==> src/rtl/core/padt_pkg.sv <==
// ----------------------------------------------------------------------------
// padt_pkg: shared types and constants of the phase-angle dimmer timing unit
// Opcodes, result codes, register indexes, reset values and stage records.
// ----------------------------------------------------------------------------
package padt_pkg;

  localparam int unsigned DataW = 16;

  typedef enum logic [1:0] {
    OP_CROSS  = 2'd0,
    OP_SET    = 2'd1,
    OP_OFFSET = 2'd2,
    OP_NONE   = 2'd3
  } opcode_t;

  typedef enum logic [1:0] {
    ST_GLITCH = 2'd0,
    ST_OFF    = 2'd1,
    ST_FIRE   = 2'd2,
    ST_TARGET = 2'd3
  } status_t;

  typedef enum logic [1:0] {
    CFG_MIN_PERIOD  = 2'd0,
    CFG_OFF_MARGIN  = 2'd1,
    CFG_PULSE_WIDTH = 2'd2,
    CFG_MIN_LEVEL   = 2'd3
  } cfg_idx_t;

  localparam logic [DataW-1:0] MinPeriodRst  = 16'd1875;
  localparam logic [DataW-1:0] OffMarginRst  = 16'd62;
  localparam logic [DataW-1:0] PulseWidthRst = 16'd12;
  localparam logic [DataW-1:0] MinLevelRst   = 16'd1500;
  localparam logic [DataW-1:0] LevelRst      = 16'hFFFF;
  localparam logic [DataW-1:0] TargetRst     = 16'hFFFF;
  localparam logic [DataW-1:0] SlewRst       = 16'hFFFF;
  localparam logic [DataW-1:0] EdgeRst       = 16'd0;
  localparam logic [DataW-1:0] FullScale     = 16'hFFFF;
  localparam int unsigned      DelayShift    = 17;

  typedef struct packed {
    logic [DataW-1:0] min_period;
    logic [DataW-1:0] off_margin;
    logic [DataW-1:0] pulse_width;
    logic [DataW-1:0] min_level;
  } cfg_t;

  typedef struct packed {
    logic               is_cross;
    status_t            status;
    logic [2*DataW-1:0] product;
    logic [DataW-2:0]   half;
    logic [DataW-1:0]   edge_ts;
    logic [DataW-1:0]   level;
    logic [DataW-1:0]   target;
  } mid_t;

  function automatic logic [DataW-1:0] max16(input logic [DataW-1:0] a,
                                             input logic [DataW-1:0] b);
    return (a > b) ? a : b;
  endfunction

endpackage

==> src/rtl/core/padt_in_if.sv <==
// ----------------------------------------------------------------------------
// padt_in_if: request channel of the dimmer timing unit
// Valid/ready handshake with opcode, timestamp and target fields.
// ----------------------------------------------------------------------------
interface padt_in_if;
  logic               valid;
  logic               ready;
  logic [1:0]         opcode;
  logic [15:0]        timestamp;
  logic [15:0]        target_value;
  logic signed [15:0] offset_value;
  logic [15:0]        fade_step;

  modport source (
    output valid, opcode, timestamp, target_value, offset_value, fade_step,
    input  ready
  );
  modport sink (
    input  valid, opcode, timestamp, target_value, offset_value, fade_step,
    output ready
  );
endinterface

==> src/rtl/core/padt_out_if.sv <==
// ----------------------------------------------------------------------------
// padt_out_if: result channel of the dimmer timing unit
// Valid/ready handshake with status, pulse times, level and target.
// ----------------------------------------------------------------------------
interface padt_out_if;
  logic        valid;
  logic        ready;
  logic [1:0]  status;
  logic [15:0] first_on;
  logic [15:0] first_off;
  logic [15:0] second_on;
  logic [15:0] second_off;
  logic [15:0] level_now;
  logic [15:0] target_now;

  modport source (
    output valid, status, first_on, first_off, second_on, second_off,
           level_now, target_now,
    input  ready
  );
  modport sink (
    input  valid, status, first_on, first_off, second_on, second_off,
           level_now, target_now,
    output ready
  );
endinterface

==> src/rtl/core/padt_step.sv <==
// ----------------------------------------------------------------------------
// padt_step: request register, dimmer state and level/target update
// Checks the crossing period, slews the level, updates the target and
// forms the level * period product for the scheduling stage.
// ----------------------------------------------------------------------------
module padt_step (
  input  logic           clk,
  input  logic           rst_n,
  padt_in_if.sink        in_ch,
  input  padt_pkg::cfg_t cfg,
  output logic           mid_valid,
  input  logic           mid_ready,
  output padt_pkg::mid_t mid
);
  import padt_pkg::*;

  logic                    s1_valid_r;
  opcode_t                 op_r;
  logic [DataW-1:0]        ts_r;
  logic [DataW-1:0]        tv_r;
  logic signed [DataW-1:0] ov_r;
  logic [DataW-1:0]        fs_r;

  logic [DataW-1:0] level_r, level_nxt;
  logic [DataW-1:0] target_r, target_nxt;
  logic [DataW-1:0] slew_r, slew_nxt;
  logic [DataW-1:0] last_edge_r, last_edge_nxt;

  logic [DataW-1:0]        period;
  logic                    pass;
  logic [DataW-1:0]        slewed;
  logic signed [DataW+1:0] sum;
  logic                    is_cross;
  status_t                 status;

  assign in_ch.ready = !s1_valid_r || mid_ready;
  assign mid_valid   = s1_valid_r;

  always_ff @(posedge clk) begin
    if (!rst_n) begin
      s1_valid_r <= 1'b0;
    end else if (in_ch.ready) begin
      s1_valid_r <= in_ch.valid;
    end
  end

  always_ff @(posedge clk) begin
    if (in_ch.valid && in_ch.ready) begin
      op_r <= opcode_t'(in_ch.opcode);
      ts_r <= in_ch.timestamp;
      tv_r <= in_ch.target_value;
      ov_r <= in_ch.offset_value;
      fs_r <= in_ch.fade_step;
    end
  end

  always_ff @(posedge clk) begin
    if (!rst_n) begin
      level_r     <= LevelRst;
      target_r    <= TargetRst;
      slew_r      <= SlewRst;
      last_edge_r <= EdgeRst;
    end else if (s1_valid_r && mid_ready) begin
      level_r     <= level_nxt;
      target_r    <= target_nxt;
      slew_r      <= slew_nxt;
      last_edge_r <= last_edge_nxt;
    end
  end

  assign period = ts_r - last_edge_r;
  assign pass   = (period >= cfg.min_period);
  assign sum    = $signed({2'b00, target_r}) + $signed({{2{ov_r[DataW-1]}}, ov_r});

  // move level toward target by at most the slew step
  always_comb begin
    slewed = level_r;
    if (level_r < target_r) begin
      if ((target_r - level_r) < slew_r) begin
        slewed = target_r;
      end else begin
        slewed = level_r + slew_r;
      end
    end else if (level_r > target_r) begin
      if ((level_r - target_r) < slew_r) begin
        slewed = target_r;
      end else begin
        slewed = level_r - slew_r;
      end
    end
  end

  always_comb begin
    level_nxt     = level_r;
    target_nxt    = target_r;
    slew_nxt      = slew_r;
    last_edge_nxt = last_edge_r;
    is_cross      = 1'b0;
    status        = ST_GLITCH;
    unique case (op_r)
      OP_CROSS: begin
        if (pass) begin
          last_edge_nxt = ts_r;
          level_nxt     = slewed;
          is_cross      = 1'b1;
        end
      end
      OP_SET: begin
        target_nxt = max16(tv_r, cfg.min_level);
        slew_nxt   = fs_r;
        status     = ST_TARGET;
      end
      OP_OFFSET: begin
        priority if (sum[DataW+1]) begin
          target_nxt = cfg.min_level;
        end else if (sum[DataW]) begin
          target_nxt = FullScale;
        end else begin
          target_nxt = max16(sum[DataW-1:0], cfg.min_level);
        end
        slew_nxt = fs_r;
        status   = ST_TARGET;
      end
      OP_NONE: begin
      end
      default: begin
      end
    endcase
  end

  always_comb begin
    mid.is_cross = is_cross;
    mid.status   = status;
    mid.product  = level_nxt * period;
    mid.half     = period[DataW-1:1];
    mid.edge_ts  = ts_r;
    mid.level    = level_nxt;
    mid.target   = target_nxt;
  end

endmodule

==> src/rtl/core/padt_sched.sv <==
// ----------------------------------------------------------------------------
// padt_sched: firing delay, off decision and gate pulse times
// Registers the product, derives the delay and the four wrapped pulse
// times, and holds the result in the output register.
// ----------------------------------------------------------------------------
module padt_sched (
  input  logic           clk,
  input  logic           rst_n,
  input  logic           mid_valid,
  output logic           mid_ready,
  input  padt_pkg::mid_t mid,
  input  padt_pkg::cfg_t cfg,
  padt_out_if.source     out_ch
);
  import padt_pkg::*;

  logic             s2_valid_r;
  mid_t             mid_r;
  logic             out_valid_r;
  status_t          status_r;
  logic [DataW-1:0] t0_r, t1_r, t2_r, t3_r;
  logic [DataW-1:0] level_r, target_r;

  logic             out_load;
  logic [DataW-2:0] delay;
  logic [DataW-2:0] left;
  status_t          status_nxt;
  logic [DataW-1:0] t0_nxt, t1_nxt, t2_nxt, t3_nxt;
  logic [DataW-1:0] a0, a2;

  assign out_load  = !out_valid_r || out_ch.ready;
  assign mid_ready = !s2_valid_r || out_load;

  always_ff @(posedge clk) begin
    if (!rst_n) begin
      s2_valid_r <= 1'b0;
    end else if (mid_ready) begin
      s2_valid_r <= mid_valid;
    end
  end

  always_ff @(posedge clk) begin
    if (mid_valid && mid_ready) begin
      mid_r <= mid;
    end
  end

  assign delay = mid_r.product[2*DataW-1:DelayShift];
  assign left  = mid_r.half - delay;
  assign a0    = mid_r.edge_ts + {1'b0, delay};
  assign a2    = a0 + {1'b0, mid_r.half};

  always_comb begin
    status_nxt = mid_r.status;
    t0_nxt     = '0;
    t1_nxt     = '0;
    t2_nxt     = '0;
    t3_nxt     = '0;
    if (mid_r.is_cross) begin
      if ({1'b0, left} < cfg.off_margin) begin
        status_nxt = ST_OFF;
      end else begin
        status_nxt = ST_FIRE;
        t0_nxt     = a0;
        t1_nxt     = a0 + cfg.pulse_width;
        t2_nxt     = a2;
        t3_nxt     = a2 + cfg.pulse_width;
      end
    end
  end

  always_ff @(posedge clk) begin
    if (!rst_n) begin
      out_valid_r <= 1'b0;
    end else if (out_load) begin
      out_valid_r <= s2_valid_r;
    end
  end

  always_ff @(posedge clk) begin
    if (s2_valid_r && out_load) begin
      status_r <= status_nxt;
      t0_r     <= t0_nxt;
      t1_r     <= t1_nxt;
      t2_r     <= t2_nxt;
      t3_r     <= t3_nxt;
      level_r  <= mid_r.level;
      target_r <= mid_r.target;
    end
  end

  assign out_ch.valid      = out_valid_r;
  assign out_ch.status     = status_r;
  assign out_ch.first_on   = t0_r;
  assign out_ch.first_off  = t1_r;
  assign out_ch.second_on  = t2_r;
  assign out_ch.second_off = t3_r;
  assign out_ch.level_now  = level_r;
  assign out_ch.target_now = target_r;

endmodule

==> src/rtl/core/phase_angle_dimmer_timing_unit.sv <==
// ----------------------------------------------------------------------------
// phase_angle_dimmer_timing_unit: triac gate pulse timing
// A result is valid once its request has passed the request register, the
// product register and the result register.
// Throughput: one request per cycle unless the result side stalls; the 16x16
// level * period multiply sits between the request and product registers.
// Reset: synchronous active-low; level, target and slew step go to 65535,
// last edge to 0, registers to their defaults, no result pending.
// ----------------------------------------------------------------------------
module phase_angle_dimmer_timing_unit (
  input  logic                    clk,
  input  logic                    rst_n,
  padt_in_if.sink                 in_ch,
  padt_out_if.source              out_ch,
  input  logic                    cfg_we,
  input  logic [1:0]              cfg_index,
  input  logic [padt_pkg::DataW-1:0] cfg_wdata
);
  import padt_pkg::*;

  cfg_t cfg_r;
  logic mid_valid;
  logic mid_ready;
  mid_t mid;

  always_ff @(posedge clk) begin
    if (!rst_n) begin
      cfg_r.min_period  <= MinPeriodRst;
      cfg_r.off_margin  <= OffMarginRst;
      cfg_r.pulse_width <= PulseWidthRst;
      cfg_r.min_level   <= MinLevelRst;
    end else if (cfg_we) begin
      unique case (cfg_idx_t'(cfg_index))
        CFG_MIN_PERIOD:  cfg_r.min_period  <= cfg_wdata;
        CFG_OFF_MARGIN:  cfg_r.off_margin  <= cfg_wdata;
        CFG_PULSE_WIDTH: cfg_r.pulse_width <= cfg_wdata;
        CFG_MIN_LEVEL:   cfg_r.min_level   <= cfg_wdata;
        default: begin
        end
      endcase
    end
  end

  padt_step u_step (
    .clk       (clk),
    .rst_n     (rst_n),
    .in_ch     (in_ch),
    .cfg       (cfg_r),
    .mid_valid (mid_valid),
    .mid_ready (mid_ready),
    .mid       (mid)
  );

  padt_sched u_sched (
    .clk       (clk),
    .rst_n     (rst_n),
    .mid_valid (mid_valid),
    .mid_ready (mid_ready),
    .mid       (mid),
    .cfg       (cfg_r),
    .out_ch    (out_ch)
  );

endmodule

==> src/flat_wrapper.sv <==
// flat-port wrapper written by rule: the top's interface ports become plain ports
module phase_angle_dimmer_timing_unit_flat import padt_pkg::*;
  (clk, rst_n, cfg_we, cfg_index, cfg_wdata, in_ch_valid, in_ch_opcode, in_ch_timestamp, in_ch_target_value, in_ch_offset_value, in_ch_fade_step, in_ch_ready, out_ch_valid, out_ch_status, out_ch_first_on, out_ch_first_off, out_ch_second_on, out_ch_second_off, out_ch_level_now, out_ch_target_now, out_ch_ready);
  padt_in_if in_ch_i ();
  padt_out_if out_ch_i ();
  input  logic clk;
  input  logic rst_n;
  input  logic cfg_we;
  input  logic [1:0] cfg_index;
  input  logic [padt_pkg::DataW-1:0] cfg_wdata;
  input wire logic [$bits(in_ch_i.valid)-1:0] in_ch_valid;
  input wire logic [$bits(in_ch_i.opcode)-1:0] in_ch_opcode;
  input wire logic [$bits(in_ch_i.timestamp)-1:0] in_ch_timestamp;
  input wire logic [$bits(in_ch_i.target_value)-1:0] in_ch_target_value;
  input wire logic [$bits(in_ch_i.offset_value)-1:0] in_ch_offset_value;
  input wire logic [$bits(in_ch_i.fade_step)-1:0] in_ch_fade_step;
  output wire logic [$bits(in_ch_i.ready)-1:0] in_ch_ready;
  output wire logic [$bits(out_ch_i.valid)-1:0] out_ch_valid;
  output wire logic [$bits(out_ch_i.status)-1:0] out_ch_status;
  output wire logic [$bits(out_ch_i.first_on)-1:0] out_ch_first_on;
  output wire logic [$bits(out_ch_i.first_off)-1:0] out_ch_first_off;
  output wire logic [$bits(out_ch_i.second_on)-1:0] out_ch_second_on;
  output wire logic [$bits(out_ch_i.second_off)-1:0] out_ch_second_off;
  output wire logic [$bits(out_ch_i.level_now)-1:0] out_ch_level_now;
  output wire logic [$bits(out_ch_i.target_now)-1:0] out_ch_target_now;
  input wire logic [$bits(out_ch_i.ready)-1:0] out_ch_ready;
  assign in_ch_i.valid = in_ch_valid;
  assign in_ch_i.opcode = in_ch_opcode;
  assign in_ch_i.timestamp = in_ch_timestamp;
  assign in_ch_i.target_value = in_ch_target_value;
  assign in_ch_i.offset_value = in_ch_offset_value;
  assign in_ch_i.fade_step = in_ch_fade_step;
  assign in_ch_ready = in_ch_i.ready;
  assign out_ch_valid = out_ch_i.valid;
  assign out_ch_status = out_ch_i.status;
  assign out_ch_first_on = out_ch_i.first_on;
  assign out_ch_first_off = out_ch_i.first_off;
  assign out_ch_second_on = out_ch_i.second_on;
  assign out_ch_second_off = out_ch_i.second_off;
  assign out_ch_level_now = out_ch_i.level_now;
  assign out_ch_target_now = out_ch_i.target_now;
  assign out_ch_i.ready = out_ch_ready;
  phase_angle_dimmer_timing_unit u_core (.clk(clk), .rst_n(rst_n), .in_ch(in_ch_i), .out_ch(out_ch_i), .cfg_we(cfg_we), .cfg_index(cfg_index), .cfg_wdata(cfg_wdata));
endmodule
==> config.mk <==
export PLATFORM = sky130hd
export DESIGN_NAME = phase_angle_dimmer_timing_unit_flat
export DESIGN_NICKNAME = d
export VERILOG_FILES = /design/src/rtl/core/padt_pkg.sv /design/src/rtl/core/padt_in_if.sv /design/src/rtl/core/padt_out_if.sv /design/src/rtl/core/padt_step.sv /design/src/rtl/core/padt_sched.sv /design/src/rtl/core/phase_angle_dimmer_timing_unit.sv /design/src/flat_wrapper.sv
export SDC_FILE = /design/constraint.sdc
export NUM_CORES = 2
export LEC_CHECK = 0
export BUFFER_PORTS_ARGS = -buffer_cell sky130_fd_sc_hd__buf_2
export CAP_MARGIN = 20
export CORE_MARGIN = 10
export CORE_UTILIZATION = 34
export DETAILED_ROUTE_END_ITERATION = 12
export HOLD_SLACK_MARGIN = 0.05
export PLACE_DENSITY = 0.55
export RECOVER_POWER = 100
export SETUP_SLACK_MARGIN = 0.2
export SYNTH_ARGS = -nofsm -noshare
export SYNTH_HDL_FRONTEND = slang
export SYNTH_SLANG_ARGS = --single-unit
export TNS_END_PERCENT = 100
==> constraint.sdc <==
create_clock -name clk -period 17.4 [get_ports clk]
set_clock_uncertainty 0.2 [all_clocks]
set_input_delay 0.87 -clock clk [delete_from_list [all_inputs] [get_ports clk]]
set_output_delay 0.87 -clock clk [all_outputs]
set_load 0.01 [all_outputs]
==> implementation parameters <==
Parameter                              Value

Placed design
  Count of input and output buffers    between 150 and 200
  Gp weighted congestion    0.950
  HPWL Detailed    between 70000 and 80000 um

Worst setup path
  Type of the worst setup path    register to register
  Reg2reg path depth    49
  Critical Path Start Type    register
  Critical path arrival    about 14000 ps
  Cell count along the critical path    49
  Cell with the largest stage delay on the worst path    o21ai_0
  Sum of buffers and inverters on the critical path    9
  Most prevalent standard cell on the critical path    fa_1
  Reg-to-reg critical path startpoint    u_core.u_step.ts_r[0]
  Worst setup slack for register-to-register paths    between 3000 and 4000 ps
  Largest delay contributor family on the critical path    compound AO/OA/AOI/OAI gates
  Worst path required time    around 18000 ps
  Largest fanout on the critical path    11
  Maximum cell stage delay along the critical path    1080 ps
  Critical path endpoint category    register
  Reg2reg end    u_core.u_sched.delay[14]
  End of the critical path    u_core.u_sched.delay[14]
  Critical path origin    u_core.u_step.ts_r[0]

Run status
  Result of the run    finished, violations left
  Failing checks    capacitance limit, slew limit

Logic synthesis
  Proportion of register bits with asynchronous set or reset after synthesis    0%
  Post-synthesis cell type with the largest combined area    edfxtp_1
  Nets in the synthesized netlist    just under 4000
  Primary flip-flop cell chosen by synthesis mapping    edfxtp_1
  Number of flip-flops and latches in the synthesized netlist    375
  Proportion of netlist area held by the largest area contributor    23.5%
  Number of standard cells after synthesis    ~3300
  Proportion of synthesized chip area in sequential cells    32.0%
  Most frequent cells after synthesis    inv_1, nand2_1, ha_1
  Post-synth EDFFs    ~240
  Biggest area contributors in the synthesized netlist    edfxtp_1, ha_1, fa_1
  Synthesized area per cell    9.38 um2
  Count of cell types in the netlist    between 90 and 100
  Most repeated cell in the gate-level netlist after synthesis    inv_1
  Post-synthesis instance area    between 30000 and 40000 um2
  Yosys warning total    0

Die
  Initial Utilization    between 30% and 40%
  Floorplan die height    around 320 um
  Ports placed on the boundary    roughly 190
  Placeable core region    around 90000 um2
  Die Footprint    ~100000 um2
  Count of standard-cell rows    between 100 and 150
  Width of the die    roughly 320 um

Global route
  Global route overflow    0
  Number of global-route vias before repair    approximately 24000
  Antenna violations before repair    3
  Total track usage    about 18%
  First-pass GRT wire length    roughly 140000 um
  Maximum number of pins on one net before global-route repair    73

Clocking
  Total number of H-tree levels    2
  Clock buffer depth    3
  Count of cells resized by post-cts repair    0
  Number of buffers inserted by post-CTS setup repair    0
  TritonCTS buffer count    44
  Clk Tree Root Cell    clkbuf_16
  Clock sinks    about 380
  CTS tree    yes
  Clock transition at the registers of the reported paths    roughly 70 ps
  Insertion delay to the later sink of the worst-skew pair    approximately 600 ps
  Post-CTS Hold Fix Bufs    0

Worst hold path
  Worst min path class    register to register

Timing
  Setup repair after global routing missed its margin    false
  Slew at the pin closest to its max-slew limit    3640 ps
  Relative max-transition margin    -142%
  Maximum clock frequency    ~71 MHz
  Max-slew violation total from the final report    483
  Total negative setup slack    0 ps
  Period utilization    81.2%
  Number of hold violations in the final report    0
  Fin crit period    between 10000 and 15000 ps
  Final setup violation count    0

Route
  Length of routed met3 wiring    between 6000 and 7000 um
  ANT nets after route    0
  Metal1 wirelength    between 40000 and 50000 um
  Wire length reported by the detailed router    93900 um
  Number of remaining DRC errors    0
  Via count    24047
  Detailed Routing Iterations Pass 1    5
  Met2 Routed Length    42300 um
  Via count normalized by instance count    5.12
  Routed len/inst    between 15 and 20 um
  Top Metal Used    met5
  Iter 0 DRT Violations    1852

Layout
  Multi-input gate area in the final layout    18900 um2
  Register area    9950 um2
  Number of filler cells placed in the layout    ~9000
  Fraction of layout cells with a size suffix above 1    5.25%
  Area growth from synthesis to layout    11.1%
  Total Nets Final    between 4000 and 5000

Job
  Max-Cap Viols    10
[how the worst min path moves through the flow]
| stage | cells after the start | from | slack [ps] | endpoint |
|---|---|---|---|---|
| global route | 1 | in_ch_fade_step[0] | 230 | u_core.u_step.fs_r[0] |
| global placement | 0 | u_core.u_sched.mid_r[28] | 210 | u_core.u_sched.out_ch.level_now[12] |
| detailed placement | 0 | u_core.u_sched.mid_r[8] | 210 | u_core.u_sched.out_ch.target_now[8] |
| finish | 0 | u_core.u_sched.mid_r[28] | 220 | u_core.u_sched.out_ch.level_now[12] |
| CTS | 1 | in_ch_timestamp[12] | 210 | u_core.u_step.ts_r[12] |
| floorplan | 0 | u_core.u_sched.mid_r[16] | 200 | u_core.u_sched.out_ch.level_now[0] |
[stage by stage]
stage / setup WS, ps / cell area, um2 / hold WS, ps / std cells / util [%]
global route: 2230 / 34600 / 228 / 4699 / 38.2
floorplan: 6090 / 31100 / 200 / 3317 / -
CTS: 4360 / 34900 / 211 / 4698 / 38.6
finish: 3280 / 34600 / 218 / 4701 / 38.2
global placement: 4630 / 33500 / 205 / 4618 / 37.0
detailed placement: 4400 / 33500 / 206 / 4618 / 37.0
[per-layer routing]
layer	global-route usage (%)	vias to the layer above
met5	0	-
li1	-	11602
met1	24.0	11584
met2	28.9	702
met4	5.70	6
met3	3.46	153
[cells by family after synthesis]
family / count (synthesis) / share of synthesized area, %
simple gates: 935 / 13.5
compound gates: 687 / 14.9
buf+inv: 586 / 7.15
fa+ha+maj: 567 / 27.7
flops: 375 / 32.0
xor+xnor: 143 / 4.03
mux: 24 / 0.776
[registers in the layout (all words and copies together), names as in the netlist]
register / flops
u_core.u_sched.s2_valid_r: 1
u_core.u_sched.out_ch.status: 2
u_core.u_step.tv_r: 16
u_core.u_step.ts_r: 16
u_core.u_step.slew_r: 16
u_core.u_step.op_r: 2
u_core.u_sched.out_ch.second_off: 16
u_core.u_step.mid_valid: 1
u_core.cfg_r: 64
u_core.u_sched.out_ch.level_now: 16
u_core.u_sched.mid_r: 65
u_core.u_sched.out_ch.first_off: 16
u_core.u_step.ov_r: 16
u_core.u_sched.out_ch.target_now: 16
u_core.u_sched.out_ch.first_on: 16
u_core.u_sched.out_ch.second_on: 16
u_core.u_step.level_r: 16
u_core.u_sched.out_ch.valid: 1
u_core.u_step.target_r: 16
u_core.u_sched.delay: 15
u_core.u_step.fs_r: 16
u_core.u_step.last_edge_r: 16
[placed cells by master, fill, tap and decap left out, drive strengths merged, types with 18 or more instances in the layout]
cell and n:
o21a 18, xnor2 93, mux2i 23, o211ai 57, clkinv 25, clkbuf 193, nand2b 18, a31oi 21
xor2 50, nor2 246, nor3 42, fa 204, dfxtp 131, inv 483, buf 84, a21oi 158
a21boi 68, nand4 18, o21ai 140, nand2 410, a21o 66, ha 363, nand3 44, o221ai 21
and2 56, o21bai 31, edfxtp 244, nor2b 32
[final cells by class]
class	count	share of cell area, %
Multi-Input combinational cell	2356	54.7
Sequential cell	375	28.8
Inverter	490	5.33
Tap cell	1176	4.26
Clock buffer	55	3.48
Timing Repair Buffer	222	2.75
Clock inverter	25	0.644
Antenna cell	2	0.0145
Power is not shown: default switching activity piles up to over one toggle a cycle in this logic, so the estimate is an artifact.
